File: src/rtl/core/jddc_pkg.sv
`timescale 1ns / 1ps
// ----------------------------------------------------------------------------
// jddc_pkg
// Types and constants shared by the day number / calendar date converter.
// ----------------------------------------------------------------------------
package jddc_pkg;

  // request direction codes
  localparam logic REQ_DATE_TO_JDN = 1'b0;
  localparam logic REQ_JDN_TO_DATE = 1'b1;

  localparam logic [22:0] JD_OFFSET  = 23'd1721119;
  localparam logic [22:0] JD_MIN     = 23'd1721426;
  localparam logic [22:0] JD_MAX     = 23'd5373484;
  localparam logic [17:0] DAYS_400Y  = 18'd146097;
  localparam logic [10:0] DAYS_4Y    = 11'd1461;
  localparam logic [7:0]  DAYS_5MON  = 8'd153;

  localparam logic [3:0]  MONTH_MIN  = 4'd1;
  localparam logic [3:0]  MONTH_MAX  = 4'd12;
  localparam logic [4:0]  DAY_MIN    = 5'd1;
  localparam logic [4:0]  DAY_MAX    = 5'd31;
  localparam logic [13:0] YEAR_MIN   = 14'd1;
  localparam logic [13:0] YEAR_MAX   = 14'd9999;

  // number of register stages inside each conversion path
  localparam int unsigned PATH_STAGES = 8;

  typedef struct packed {
    logic        req_type;
    logic [3:0]  month_in;
    logic [4:0]  day_in;
    logic [13:0] year_in;
    logic [22:0] day_number_in;
  } req_t;

  typedef struct packed {
    logic [22:0] day_number_out;
    logic [3:0]  month_out;
    logic [4:0]  day_out;
    logic [13:0] year_out;
    logic        range_error;
  } rsp_t;

  typedef struct packed {
    logic valid;
    rsp_t data;
  } beat_t;

endpackage

File: src/rtl/core/jddc_encode.sv
`timescale 1ns / 1ps
// ----------------------------------------------------------------------------
// jddc_encode
// Calendar date to Julian day number, eight register stages.
// ----------------------------------------------------------------------------
module jddc_encode (
  input  logic           clk,
  input  logic           rst,
  input  logic           in_valid,
  input  jddc_pkg::req_t req,
  output jddc_pkg::beat_t beat
);

  localparam int unsigned ALIGN = jddc_pkg::PATH_STAGES - 5;
  // ceil(2^26 / 100), exact for years below 18641
  localparam logic [19:0] RECIP_100 = 20'd671089;

  // days before the start of each month of a march-based year
  function automatic logic [8:0] days_before(input logic [3:0] m);
    logic [8:0] v;
    case (m)
      4'd0:    v = 9'd0;
      4'd1:    v = 9'd31;
      4'd2:    v = 9'd61;
      4'd3:    v = 9'd92;
      4'd4:    v = 9'd122;
      4'd5:    v = 9'd153;
      4'd6:    v = 9'd184;
      4'd7:    v = 9'd214;
      4'd8:    v = 9'd245;
      4'd9:    v = 9'd275;
      4'd10:   v = 9'd306;
      4'd11:   v = 9'd337;
      default: v = 9'd0;
    endcase
    return v;
  endfunction

  // stage 1: range check and march-based month
  logic        err_c;
  logic [3:0]  m_c;
  logic [13:0] y_c;

  assign err_c = (req.month_in < jddc_pkg::MONTH_MIN) || (req.month_in > jddc_pkg::MONTH_MAX)
              || (req.day_in < jddc_pkg::DAY_MIN) || (req.day_in > jddc_pkg::DAY_MAX)
              || (req.year_in < jddc_pkg::YEAR_MIN) || (req.year_in > jddc_pkg::YEAR_MAX);
  assign m_c = (req.month_in > 4'd2) ? req.month_in - 4'd3 : req.month_in + 4'd9;
  assign y_c = (req.month_in > 4'd2) ? req.year_in : req.year_in - 14'd1;

  logic        s1_valid, s1_err;
  logic [3:0]  s1_m, s1_mon;
  logic [4:0]  s1_day;
  logic [13:0] s1_y, s1_yr;

  // stage 2: century by reciprocal
  logic [33:0] prod2;
  assign prod2 = 34'(s1_y) * 34'(RECIP_100);

  logic        s2_valid, s2_err;
  logic [3:0]  s2_m, s2_mon;
  logic [4:0]  s2_day;
  logic [13:0] s2_y, s2_yr;
  logic [6:0]  s2_c;

  // stage 3: year within century
  logic [13:0] ya_c;
  assign ya_c = s2_y - 14'(14'(s2_c) * 14'd100);

  logic        s3_valid, s3_err;
  logic [3:0]  s3_m, s3_mon;
  logic [4:0]  s3_day;
  logic [13:0] s3_yr;
  logic [6:0]  s3_c, s3_ya;

  // stage 4: the three partial terms
  logic [23:0] t1_full;
  logic [17:0] t2_full;
  logic [20:0] t3_c;
  assign t1_full = 24'(s3_c) * 24'(jddc_pkg::DAYS_400Y);
  assign t2_full = 18'(s3_ya) * 18'(jddc_pkg::DAYS_4Y);
  assign t3_c    = 21'(days_before(s3_m)) + 21'(s3_day) + 21'(jddc_pkg::JD_OFFSET);

  logic        s4_valid, s4_err;
  logic [3:0]  s4_mon;
  logic [4:0]  s4_day;
  logic [13:0] s4_yr;
  logic [21:0] s4_t1;
  logic [15:0] s4_t2;
  logic [20:0] s4_t3;

  // stage 5: final sum
  logic [22:0] jdn_c;
  assign jdn_c = 23'(s4_t1) + 23'(s4_t2) + 23'(s4_t3);

  jddc_pkg::beat_t s5_beat;
  jddc_pkg::beat_t align_q [ALIGN];

  always_ff @(posedge clk) begin
    s1_err <= err_c;
    s1_m   <= m_c;
    s1_y   <= y_c;
    s1_mon <= req.month_in;
    s1_day <= req.day_in;
    s1_yr  <= req.year_in;

    s2_err <= s1_err;
    s2_m   <= s1_m;
    s2_y   <= s1_y;
    s2_mon <= s1_mon;
    s2_day <= s1_day;
    s2_yr  <= s1_yr;
    s2_c   <= prod2[32:26];

    s3_err <= s2_err;
    s3_m   <= s2_m;
    s3_mon <= s2_mon;
    s3_day <= s2_day;
    s3_yr  <= s2_yr;
    s3_c   <= s2_c;
    s3_ya  <= ya_c[6:0];

    s4_err <= s3_err;
    s4_mon <= s3_mon;
    s4_day <= s3_day;
    s4_yr  <= s3_yr;
    s4_t1  <= t1_full[23:2];
    s4_t2  <= t2_full[17:2];
    s4_t3  <= t3_c;

    s5_beat.data.range_error    <= s4_err;
    s5_beat.data.day_number_out <= s4_err ? '0 : jdn_c;
    s5_beat.data.month_out      <= s4_err ? '0 : s4_mon;
    s5_beat.data.day_out        <= s4_err ? '0 : s4_day;
    s5_beat.data.year_out       <= s4_err ? '0 : s4_yr;

    align_q[0].data <= s5_beat.data;
    for (int i = 1; i < ALIGN; i++) begin
      align_q[i].data <= align_q[i-1].data;
    end

    if (rst) begin
      s1_valid      <= 1'b0;
      s2_valid      <= 1'b0;
      s3_valid      <= 1'b0;
      s4_valid      <= 1'b0;
      s5_beat.valid <= 1'b0;
      for (int i = 0; i < ALIGN; i++) begin
        align_q[i].valid <= 1'b0;
      end
    end else begin
      s1_valid      <= in_valid;
      s2_valid      <= s1_valid;
      s3_valid      <= s2_valid;
      s4_valid      <= s3_valid;
      s5_beat.valid <= s4_valid;
      align_q[0].valid <= s5_beat.valid;
      for (int i = 1; i < ALIGN; i++) begin
        align_q[i].valid <= align_q[i-1].valid;
      end
    end
  end

  assign beat = align_q[ALIGN-1];

endmodule

File: src/rtl/core/jddc_decode.sv
`timescale 1ns / 1ps
// ----------------------------------------------------------------------------
// jddc_decode
// Julian day number to calendar date, eight register stages. Division by
// 146097, 1461 and 153 is a reciprocal estimate followed by one correcting subtract.
// ----------------------------------------------------------------------------
module jddc_decode (
  input  logic            clk,
  input  logic            rst,
  input  logic            in_valid,
  input  jddc_pkg::req_t  req,
  output jddc_pkg::beat_t beat
);

  // floor reciprocals except RECIP_5, quotient estimate is exact or one low
  localparam logic [14:0] RECIP_400Y = 15'd29398;   // 2^32 / 146097
  localparam logic [16:0] RECIP_4Y   = 17'd91867;   // 2^27 / 1461
  localparam logic [8:0]  RECIP_5MON = 9'd428;      // 2^16 / 153
  localparam logic [7:0]  RECIP_5    = 8'd205;      // exact below 1024 after >>10

  // stage 1: range check and 4*(n - offset) - 1
  logic        err_c;
  logic [22:0] j_c;
  logic [23:0] a_c;
  assign err_c = (req.day_number_in < jddc_pkg::JD_MIN)
              || (req.day_number_in > jddc_pkg::JD_MAX);
  assign j_c   = req.day_number_in - jddc_pkg::JD_OFFSET;
  assign a_c   = {j_c[21:0], 2'b00} - 24'd1;

  logic        s1_valid, s1_err;
  logic [22:0] s1_n;
  logic [23:0] s1_a;

  // stage 2: century estimate
  logic [38:0] prod2;
  assign prod2 = 39'(s1_a) * 39'(RECIP_400Y);

  logic        s2_valid, s2_err;
  logic [22:0] s2_n;
  logic [23:0] s2_a;
  logic [6:0]  s2_qa;

  // stage 3: century correction
  logic [23:0] r3_raw;
  logic        r3_ge;
  assign r3_raw = s2_a - 24'(24'(s2_qa) * 24'(jddc_pkg::DAYS_400Y));
  assign r3_ge  = r3_raw >= 24'(jddc_pkg::DAYS_400Y);

  logic        s3_valid, s3_err;
  logic [22:0] s3_n;
  logic [6:0]  s3_cent;
  logic [17:0] s3_r;

  // stage 4: year estimate on 4*(r/4) + 3
  logic [17:0] b_c;
  logic [34:0] prod4;
  assign b_c   = {s3_r[17:2], 2'b11};
  assign prod4 = 35'(b_c) * 35'(RECIP_4Y);

  logic        s4_valid, s4_err;
  logic [22:0] s4_n;
  logic [6:0]  s4_cent, s4_qb;
  logic [17:0] s4_b;

  // stage 5: year correction
  logic [17:0] r5_raw;
  logic        r5_ge;
  assign r5_raw = s4_b - 18'(18'(s4_qb) * 18'(jddc_pkg::DAYS_4Y));
  assign r5_ge  = r5_raw >= 18'(jddc_pkg::DAYS_4Y);

  logic        s5_valid, s5_err;
  logic [22:0] s5_n;
  logic [6:0]  s5_cent, s5_yy;
  logic [10:0] s5_d;

  // stage 6: day of year to month estimate
  logic [11:0] d6_sum;
  logic [8:0]  d6;
  logic [10:0] e6;
  logic [19:0] prod6;
  assign d6_sum = 12'(s5_d) + 12'd4;
  assign d6     = d6_sum[10:2];
  assign e6     = 11'(11'(d6) * 11'd5) - 11'd3;
  assign prod6  = 20'(e6) * 20'(RECIP_5MON);

  logic        s6_valid, s6_err;
  logic [22:0] s6_n;
  logic [6:0]  s6_cent, s6_yy;
  logic [10:0] s6_e;
  logic [3:0]  s6_qm;

  // stage 7: month correction
  logic [10:0] r7_raw;
  logic        r7_ge;
  assign r7_raw = s6_e - 11'(11'(s6_qm) * 11'(jddc_pkg::DAYS_5MON));
  assign r7_ge  = r7_raw >= 11'(jddc_pkg::DAYS_5MON);

  logic        s7_valid, s7_err;
  logic [22:0] s7_n;
  logic [6:0]  s7_cent, s7_yy;
  logic [3:0]  s7_m;
  logic [7:0]  s7_dm;

  // stage 8: day, calendar month and year
  logic [15:0] prod8;
  logic [4:0]  day_c;
  logic [13:0] year_base;
  logic [3:0]  month_c;
  logic [13:0] year_c;
  assign prod8     = 16'(s7_dm) * 16'(RECIP_5);
  assign day_c     = 5'(prod8[15:10]) + 5'd1;
  assign year_base = 14'(14'(s7_cent) * 14'd100) + 14'(s7_yy);
  assign month_c   = (s7_m < 4'd10) ? s7_m + 4'd3 : s7_m - 4'd9;
  assign year_c    = (s7_m < 4'd10) ? year_base : year_base + 14'd1;

  jddc_pkg::beat_t s8_beat;

  always_ff @(posedge clk) begin
    s1_err <= err_c;
    s1_n   <= req.day_number_in;
    s1_a   <= a_c;

    s2_err <= s1_err;
    s2_n   <= s1_n;
    s2_a   <= s1_a;
    s2_qa  <= prod2[38:32];

    s3_err  <= s2_err;
    s3_n    <= s2_n;
    s3_cent <= r3_ge ? s2_qa + 7'd1 : s2_qa;
    s3_r    <= r3_ge ? 18'(r3_raw - 24'(jddc_pkg::DAYS_400Y)) : r3_raw[17:0];

    s4_err  <= s3_err;
    s4_n    <= s3_n;
    s4_cent <= s3_cent;
    s4_b    <= b_c;
    s4_qb   <= prod4[33:27];

    s5_err  <= s4_err;
    s5_n    <= s4_n;
    s5_cent <= s4_cent;
    s5_yy   <= r5_ge ? s4_qb + 7'd1 : s4_qb;
    s5_d    <= r5_ge ? 11'(r5_raw - 18'(jddc_pkg::DAYS_4Y)) : r5_raw[10:0];

    s6_err  <= s5_err;
    s6_n    <= s5_n;
    s6_cent <= s5_cent;
    s6_yy   <= s5_yy;
    s6_e    <= e6;
    s6_qm   <= prod6[19:16];

    s7_err  <= s6_err;
    s7_n    <= s6_n;
    s7_cent <= s6_cent;
    s7_yy   <= s6_yy;
    s7_m    <= r7_ge ? s6_qm + 4'd1 : s6_qm;
    s7_dm   <= r7_ge ? 8'(r7_raw - 11'(jddc_pkg::DAYS_5MON)) : r7_raw[7:0];

    s8_beat.data.range_error    <= s7_err;
    s8_beat.data.day_number_out <= s7_err ? '0 : s7_n;
    s8_beat.data.month_out      <= s7_err ? '0 : month_c;
    s8_beat.data.day_out        <= s7_err ? '0 : day_c;
    s8_beat.data.year_out       <= s7_err ? '0 : year_c;

    if (rst) begin
      s1_valid      <= 1'b0;
      s2_valid      <= 1'b0;
      s3_valid      <= 1'b0;
      s4_valid      <= 1'b0;
      s5_valid      <= 1'b0;
      s6_valid      <= 1'b0;
      s7_valid      <= 1'b0;
      s8_beat.valid <= 1'b0;
    end else begin
      s1_valid      <= in_valid;
      s2_valid      <= s1_valid;
      s3_valid      <= s2_valid;
      s4_valid      <= s3_valid;
      s5_valid      <= s4_valid;
      s6_valid      <= s5_valid;
      s7_valid      <= s6_valid;
      s8_beat.valid <= s7_valid;
    end
  end

  assign beat = s8_beat;

endmodule

File: src/rtl/core/julian_day_date_converter_unit.sv
`timescale 1ns / 1ps
// result: a request taken at a clock edge passes the eight path stages and
//   the output register, then shows its result on the result ports for one
//   cycle, marked by done
// throughput: one request per cycle in either direction; busy stays low
// reset: clears all valid bits, no result appears until new requests enter
// ----------------------------------------------------------------------------
// julian_day_date_converter_unit
// Gregorian date to Julian day number and back, fully pipelined.
// ----------------------------------------------------------------------------
module julian_day_date_converter_unit (
  input  logic           clk,
  input  logic           rst,
  input  logic           start,
  output logic           busy,
  input  jddc_pkg::req_t request,
  output logic           done,
  output jddc_pkg::rsp_t result
);

  localparam int unsigned LATENCY = jddc_pkg::PATH_STAGES + 1;

  logic            take;
  jddc_pkg::beat_t enc_beat;
  jddc_pkg::beat_t dec_beat;

  assign busy = 1'b0;
  assign take = start && !busy;

  jddc_encode u_encode (
    .clk      (clk),
    .rst      (rst),
    .in_valid (take && (request.req_type == jddc_pkg::REQ_DATE_TO_JDN)),
    .req      (request),
    .beat     (enc_beat)
  );

  jddc_decode u_decode (
    .clk      (clk),
    .rst      (rst),
    .in_valid (take && (request.req_type == jddc_pkg::REQ_JDN_TO_DATE)),
    .req      (request),
    .beat     (dec_beat)
  );

  // both paths have the same depth, so at most one of them fires per cycle
  always_ff @(posedge clk) begin
    result <= enc_beat.valid ? enc_beat.data : dec_beat.data;
    if (rst) begin
      done <= 1'b0;
    end else begin
      done <= enc_beat.valid || dec_beat.valid;
    end
  end

  a_paths_exclusive: assert property (@(posedge clk) disable iff (rst)
    $onehot0({enc_beat.valid, dec_beat.valid}))
    else $error("both conversion paths produced a result in one cycle");

  a_request_to_result: assert property (@(posedge clk) disable iff (rst)
    take |-> ##LATENCY done)
    else $error("request did not produce a result at the fixed latency");

  a_no_spurious_result: assert property (@(posedge clk) disable iff (rst)
    done |-> $past(take, LATENCY))
    else $error("result appeared without a matching request");

  a_error_zeroes: assert property (@(posedge clk) disable iff (rst)
    (done && result.range_error) |-> (result.day_number_out == '0)
      && (result.month_out == '0) && (result.day_out == '0)
      && (result.year_out == '0))
    else $error("range error result carries non-zero fields");

endmodule
File: config.mk
export PLATFORM = sky130hd
export DESIGN_NAME = julian_day_date_converter_unit
export DESIGN_NICKNAME = d
export VERILOG_FILES = /design/src/rtl/core/jddc_pkg.sv /design/src/rtl/core/jddc_encode.sv /design/src/rtl/core/jddc_decode.sv /design/src/rtl/core/julian_day_date_converter_unit.sv
export SDC_FILE = /design/constraint.sdc
export NUM_CORES = 2
export LEC_CHECK = 0
export BUFFER_PORTS_ARGS = -buffer_cell sky130_fd_sc_hd__buf_2
export CORE_UTILIZATION = 60
export CTS_CLUSTER_DIAMETER = 80
export CTS_CLUSTER_SIZE = 24
export DETAILED_ROUTE_END_ITERATION = 10
export GPL_TIMING_DRIVEN = 0
export PLACE_DENSITY = 0.75
export SYNTH_ARGS = -nofsm -noshare
export SYNTH_HDL_FRONTEND = slang
export SYNTH_SLANG_ARGS = --single-unit
File: constraint.sdc
create_clock -name clk -period 10.15 [get_ports clk]
set_input_delay 0 -clock clk [delete_from_list [all_inputs] [get_ports clk]]
set_output_delay 0 -clock clk [all_outputs]
set_load 0.01 [all_outputs]
* Word-level counts from Yosys, hierarchy flattened *
Memories as Yosys holds them, arrays and structs flattened. A register that Yosys moved wholly into a read port is not among the register bits.
Index checks and enable logic that the tools add are counted.
Widths: inputs -> output; s select.

storage, ports and cells
  bits in registers = 718
  RAM bits = 144
  bits in read-only memories = 144
  output and inout port bits = 49
  logic and storage cells = 172
  memories kept = 2

cells by class
  add/subtract/negate cells = 26
  multiply operators = 13
  order comparisons = 13
  multiplexer cells = 17
  bitwise operators = 4
  reductions and logical operators = 9

memories
  name              depth  bits a word  rd ports  clocked after Yosys merged registers in  write ports  line               text
  (name not given)  16     9            1         1                                        0            jddc_encode.sv:21  case (m)
  u_encode.align_q  3      48           3         0                                        3            jddc_encode.sv:96  jddc_pkg::beat_t align_q [ALIGN];

operators with widths
  operator                count
  $mul 7x18->24 const B   2
  $mux 47                 1
  $mul 24x14->38 const B  1
  $mul 7x11->18 const B   2
  $mul 18x17->34 const B  1
  $mul 14x20->33 const B  1
  $mux 14                 2
  $ge 24x18->1 const B    1
  $sub 24x1->24 const B   1
  $sub 24x24->24          1
  $add 22x16->23          1
  $add 23x21->23          1
  $gt 23x23->1 const B    1
  $lt 23x21->1 const B    1
  $sub 22x21->22 const B  1
  $add 21x21->21 const B  1
  $ge 18x11->1 const B    1
  $mul 11x7->18 const B   1
  $mux 18                 1
  $sub 18x18->18          1
  $sub 18x18->18 const B  1
  $mul 8x8->15 const B    1
  $add 14x1->14 const B   1
  $add 14x7->14           1
  other kinds (37)        55

* Longest topological paths before layout *
  depth in word-level cells = 6
  mapped depth = 28

* Modules after synthesis *
From an unflattened synthesis, not the netlist that was laid out.

second synthesis, totals
  cell total of the unflattened synthesis = 4761
  area total of the unflattened synthesis = 52066.2 µm²

by module, submodules not included
  module                          instances  cells each  area an instance (µm²)  sequential area each (µm²)
  jddc_decode                     1          3064        31998.2                 8067.7
  jddc_encode                     1          1592        18428.9                 8007.7
  julian_day_date_converter_unit  1          105         1639.1                  960.9

* Worst setup path after synthesis *
OpenSTA, ideal clock, no wires.

  path type = reg-to-reg
  start point = reg u_decode.s5_d[2]
  end point = reg u_decode.s6_qm[3]
  library setup time = 72 ps
  arrival = 5980 ps
  slack = 4098 ps
  cell stages (with the launch flop) = 28
  path buffers = 1
  cells stage by stage = dfxtp_1 -> clkbuf_1 -> nand3_1 -> xor2_1 -> inv_1 -> fa_1 -> inv_1 -> ha_1 -> inv_1 -> o21bai_1 -> a21oi_1 -> o21bai_1 -> a21oi_1 -> xnor2_1 -> ha_1 -> fa_1 -> fa_1 -> inv_1 -> fa_1 -> inv_1 -> ha_1 -> nand3_1 -> nand2_1 -> a41oi_1 -> a21oi_1 -> a211o_1 -> a21oi_1 -> xnor2_1

between the ends
  longest elaborated chain between the ends = 4

RTL lines
  element                 line                text
  from (decl)             jddc_decode.sv:74   logic [10:0] s5_d;
  from (signal assigned)  jddc_decode.sv:143  s5_d <= r5_ge ? 11'(r5_raw - 18'(jddc_pkg::DAYS_4Y)) : r5_raw[10:0];
  $add 11x3->11           jddc_decode.sv:81   assign d6_sum = 12'(s5_d) + 12'd4;
  $mul 9x3->11            jddc_decode.sv:83   assign e6 = 11'(11'(d6) * 11'd5) - 11'd3;
  $sub 11x2->11           jddc_decode.sv:83
  net u_decode.e6[9]      jddc_decode.sv:79   logic [10:0] e6;
  $mul 11x7->18           jddc_decode.sv:84   assign prod6 = 20'(e6) * 20'(RECIP_5MON);
  net u_decode.prod6[19]  jddc_decode.sv:80   logic [19:0] prod6;
  to (signal assigned)    jddc_decode.sv:150  s6_qm <= prod6[19:16];
  to (decl)               jddc_decode.sv:90   logic [3:0] s6_qm;

The timed path passes the listed nets, and every way through them passes these cells.
A chain may end at the register's enable or synchronous reset.

* Worst setup path in the final report *
Ends and elaborated chain as after synthesis.

==> results.md <==
- Reg2Reg Launch Point: u_decode.s5_d[2]
- PortBufs: 97
- Slew headroom: 0.1157
- # rows: 107
- Via-to-Cell Ratio: 5.147
- Worst Hold Launch: request[10]
- H-tree depth: 2
- Number of DRC markers in iteration 0: 1235
- CP startpoint kind: register
- Core area: 85280 sq um
- Routability cong.: 0.8931
- Most common flop cell mapped by yosys: dfxtp_1
- Number of flops mapped to enable cells by yosys: 0
- Clk root buf: clkbuf_16
- Met1 usage: 0.3119
- Reg2reg setup slack: 3.13 ns
- Final instance area: 55670 sq um
- R2R depth: 28
- Dpl cells: 5954
- Met3 Use GR: 0.03586
- Most frequent cells in the layout: inv_1, dfxtp_1, ha_1
- Initial antenna violation count: 6
- Critical path class: reg2reg
- Post-synth cell types: 93
- Die Width: 295.6 um
- Tcrit/Tclk final: 0.6919
- Worst setup EP type: register
- Clock sink count: 851
- Fin Setup TNS: 0 ns
- Reg clk slew, reported paths: 0.09 ns
- Hold WC Path Type: in2reg
- Post-DP HPWL: 78840 um
- Synthesized area per cell: 10.97 sq um
- Die ar.: 87380 sq um
- Gate Count Post-Synth: 4713
- Required @ worst endpoint: 10.70 ns
- Slew Viols, Final: 0
- Mapped cell area: 51720 sq um
- Non-filler instance count after layout: 6077
- WHS Endpoint: u_decode.s1_n[10]
- Post-CTS Resized: 0
- Worst slew pin tran: 1.316 ns
- Worst path slowest cell: dfxtp_1
- Post-layout nets: 6318
- First-pass GRT wire length: 158400 um
- Share of layout cells above drive strength 1: 0.05455
- Synth async-reset ratio: 0
- I/O pin total: 99
- RSZ-0062 raised after global routing: no
- Final Hold Vio Count: 0
- DP Area: 53640 sq um
- Crit path top cell by count: a21oi_1
- Vias post-DR: 31280
- Worst skew pair latency: 0.62 ns
- Area contributors post-synth: dfxtp_1, fa_1, ha_1
- Sequential area share after synthesis: 0.3294
- RR Endpoint: u_decode.s6_qm[3]
- Fmax: 142.4 MHz
- Chip height: 295.6 um
- Routed Antenna Nets: 0
- Crit-path max cell delay: 0.60 ns
- Syn nets: 6117
- CTS tree: built
- Flops & latches, synth: 851
- Grt total ovfl: 0
- CTS max path bufs: 3
- DRT Pass-1 Iters: 5
- Number of remaining DRC errors: 0
- CTS buffer count: 47
- Vias in the first global route: 31990
- Crit path DAT: 7.57 ns
- Final setup fails: 0
- Commonest non-fill, non-tap cell in the layout: inv_1
- CP max FO: 7
- Gr busiest metal: met2
- Status: completed
- Routed WL: 95690 um
- Final Skew: 0.02026 ns
- Setup repair bufs after CTS: 0
- Area Growth Syn to Fin: 7.632%
- Yosys warnings: 0
- Routed len/inst: 15.75 um
- Hold depth: 2
- Initial Util: 0.6065
- FILL cells: 6616
- Maxcap violations: 0
- Pin count of the biggest net entering global routing: 25
- Post-synth top area share: 0.3294
- Final min period: 7.023 ns
- Cell taking the most area after synthesis: dfxtp_1
- Met2 Use GR: 0.3801
- GRT Total Usage: 0.2278
timing repair:
action	4_1_cts	5_1_grt
hold buffers	55	0
endpoints found under the hold margin	104	0
setup endpoints to repair	0	0
metal layers:
metal / up-vias / wire [um]
met5: - / 37
met4: 6 / 1986
met3: 123 / 4713
met2: 500 / 44770
met1: 15090 / 44190
li1: 15560 / -
flip-flops by register name (all words and copies together), names as in the netlist, 16 cells and up, named ones only:
signal and count:
u_decode.s2_n 23, u_decode.s1_n 23, u_decode.s3_r 16, u_encode.align_q 144, u_decode.s7_n 23, u_encode.s5_beat 48, u_decode.s5_n 23, u_encode.s4_t1 22
result 47, u_decode.s1_a 21, u_decode.beat 48, u_encode.s4_t2 16, u_decode.s4_b 16, u_decode.s3_n 23, u_decode.s6_n 23, u_decode.s4_n 23
u_decode.s2_a 21
critical path, delay by kind of cell (launching register included):
kind | cells | cell delay, ns
compound gates | 9 | 1.59
xor+xnor | 4 | 0.94
fa+ha+maj | 7 | 2.92
buf+inv | 4 | 0.52
flops | 1 | 0.60
simple gates | 4 | 0.37
worst max-delay path by stage:
| stage | slack [ns] | start | endpoint | cells after the start |
|---|---|---|---|---|
| after floorplan | 4.10 | u_decode.s5_d[2] | u_decode.s6_qm[3] | 27 |
| after global placement | 3.27 | u_decode.s5_d[2] | u_decode.s6_qm[3] | 28 |
| after detailed placement | 3.16 | u_decode.s5_d[2] | u_decode.s6_qm[3] | 28 |
| after CTS | 3.12 | u_decode.s5_d[2] | u_decode.s6_qm[3] | 28 |
| after global routing | 2.71 | u_decode.s5_d[2] | u_decode.s6_qm[3] | 28 |
| final | 3.13 | u_decode.s5_d[2] | u_decode.s6_qm[3] | 28 |
cell type report:
class / instances / area (sq um) / area share
antenna: 2 / 5.005 / 0.00008990
buffer: 43 / 188.9 / 0.003394
clock buffer: 47 / 1176 / 0.02113
clock inverter: 19 / 299.0 / 0.005372
inverter: 953 / 3577 / 0.06426
multi-input combinational: 2866 / 30920 / 0.5554
sequential: 851 / 17040 / 0.3060
tap: 1144 / 1431 / 0.02571
timing repair buffer: 152 / 1036 / 0.01861
cells in the mapped netlist, types with 7 or more instances:
| master | instances |
|---|---|
| or2_2 | 14 |
| nor2b_1 | 78 |
| o21ai_1 | 9 |
| a21o_1 | 56 |
| nand2b_1 | 27 |
| nor2_1 | 179 |
| o21a_1 | 25 |
| a211oi_1 | 21 |
| a41oi_1 | 7 |
| or3_1 | 14 |
| dfxtp_1 | 851 |
| nand2_1 | 111 |
| xnor2_1 | 174 |
| ha_1 | 828 |
| nor3_1 | 57 |
| a211o_1 | 7 |
| nor3b_1 | 11 |
| fa_1 | 526 |
| o21ai_0 | 89 |
| mux2i_1 | 9 |
| and2_1 | 13 |
| inv_1 | 953 |
| nor4_1 | 11 |
| xor2_1 | 101 |
| o21bai_1 | 28 |
| a31oi_1 | 32 |
| mux2_2 | 48 |
| nand3_1 | 48 |
| nand4_1 | 16 |
| a2111oi_0 | 9 |
| o211ai_1 | 19 |
| nand3b_1 | 7 |
| a21oi_1 | 127 |
| clkbuf_1 | 31 |
| o31ai_1 | 11 |
| and3_1 | 26 |
| buf_2 | 7 |
cells by family after synthesis:
kind of cell / synth area share
adder cells (fa/ha/maj): 0.4043
buffers and inverters: 0.07282
flip-flops: 0.3294
AND/OR/NAND/NOR: 0.06314
AO/OA/AOI/OAI: 0.07025
XOR/XNOR: 0.04734
multiplexers: 0.01270
other: 0.00007250
stage by stage:
| stage | utilization | hold slack [ns] | worst slack (ns) |
|---|---|---|---|
| after CTS | 0.6527 | 0.005560 | 3.122 |
| after floorplan | - | 0.02772 | 4.098 |
| after detailed placement | 0.6290 | 0.1160 | 3.163 |
| final | 0.6528 | 0.05211 | 3.127 |
| after global routing | 0.6528 | 0.01624 | 2.713 |
| after global placement | 0.6290 | 0.1133 | 3.266 |
Power is not shown: default switching activity piles up to over one toggle a cycle in this logic, so the estimate is an artifact.
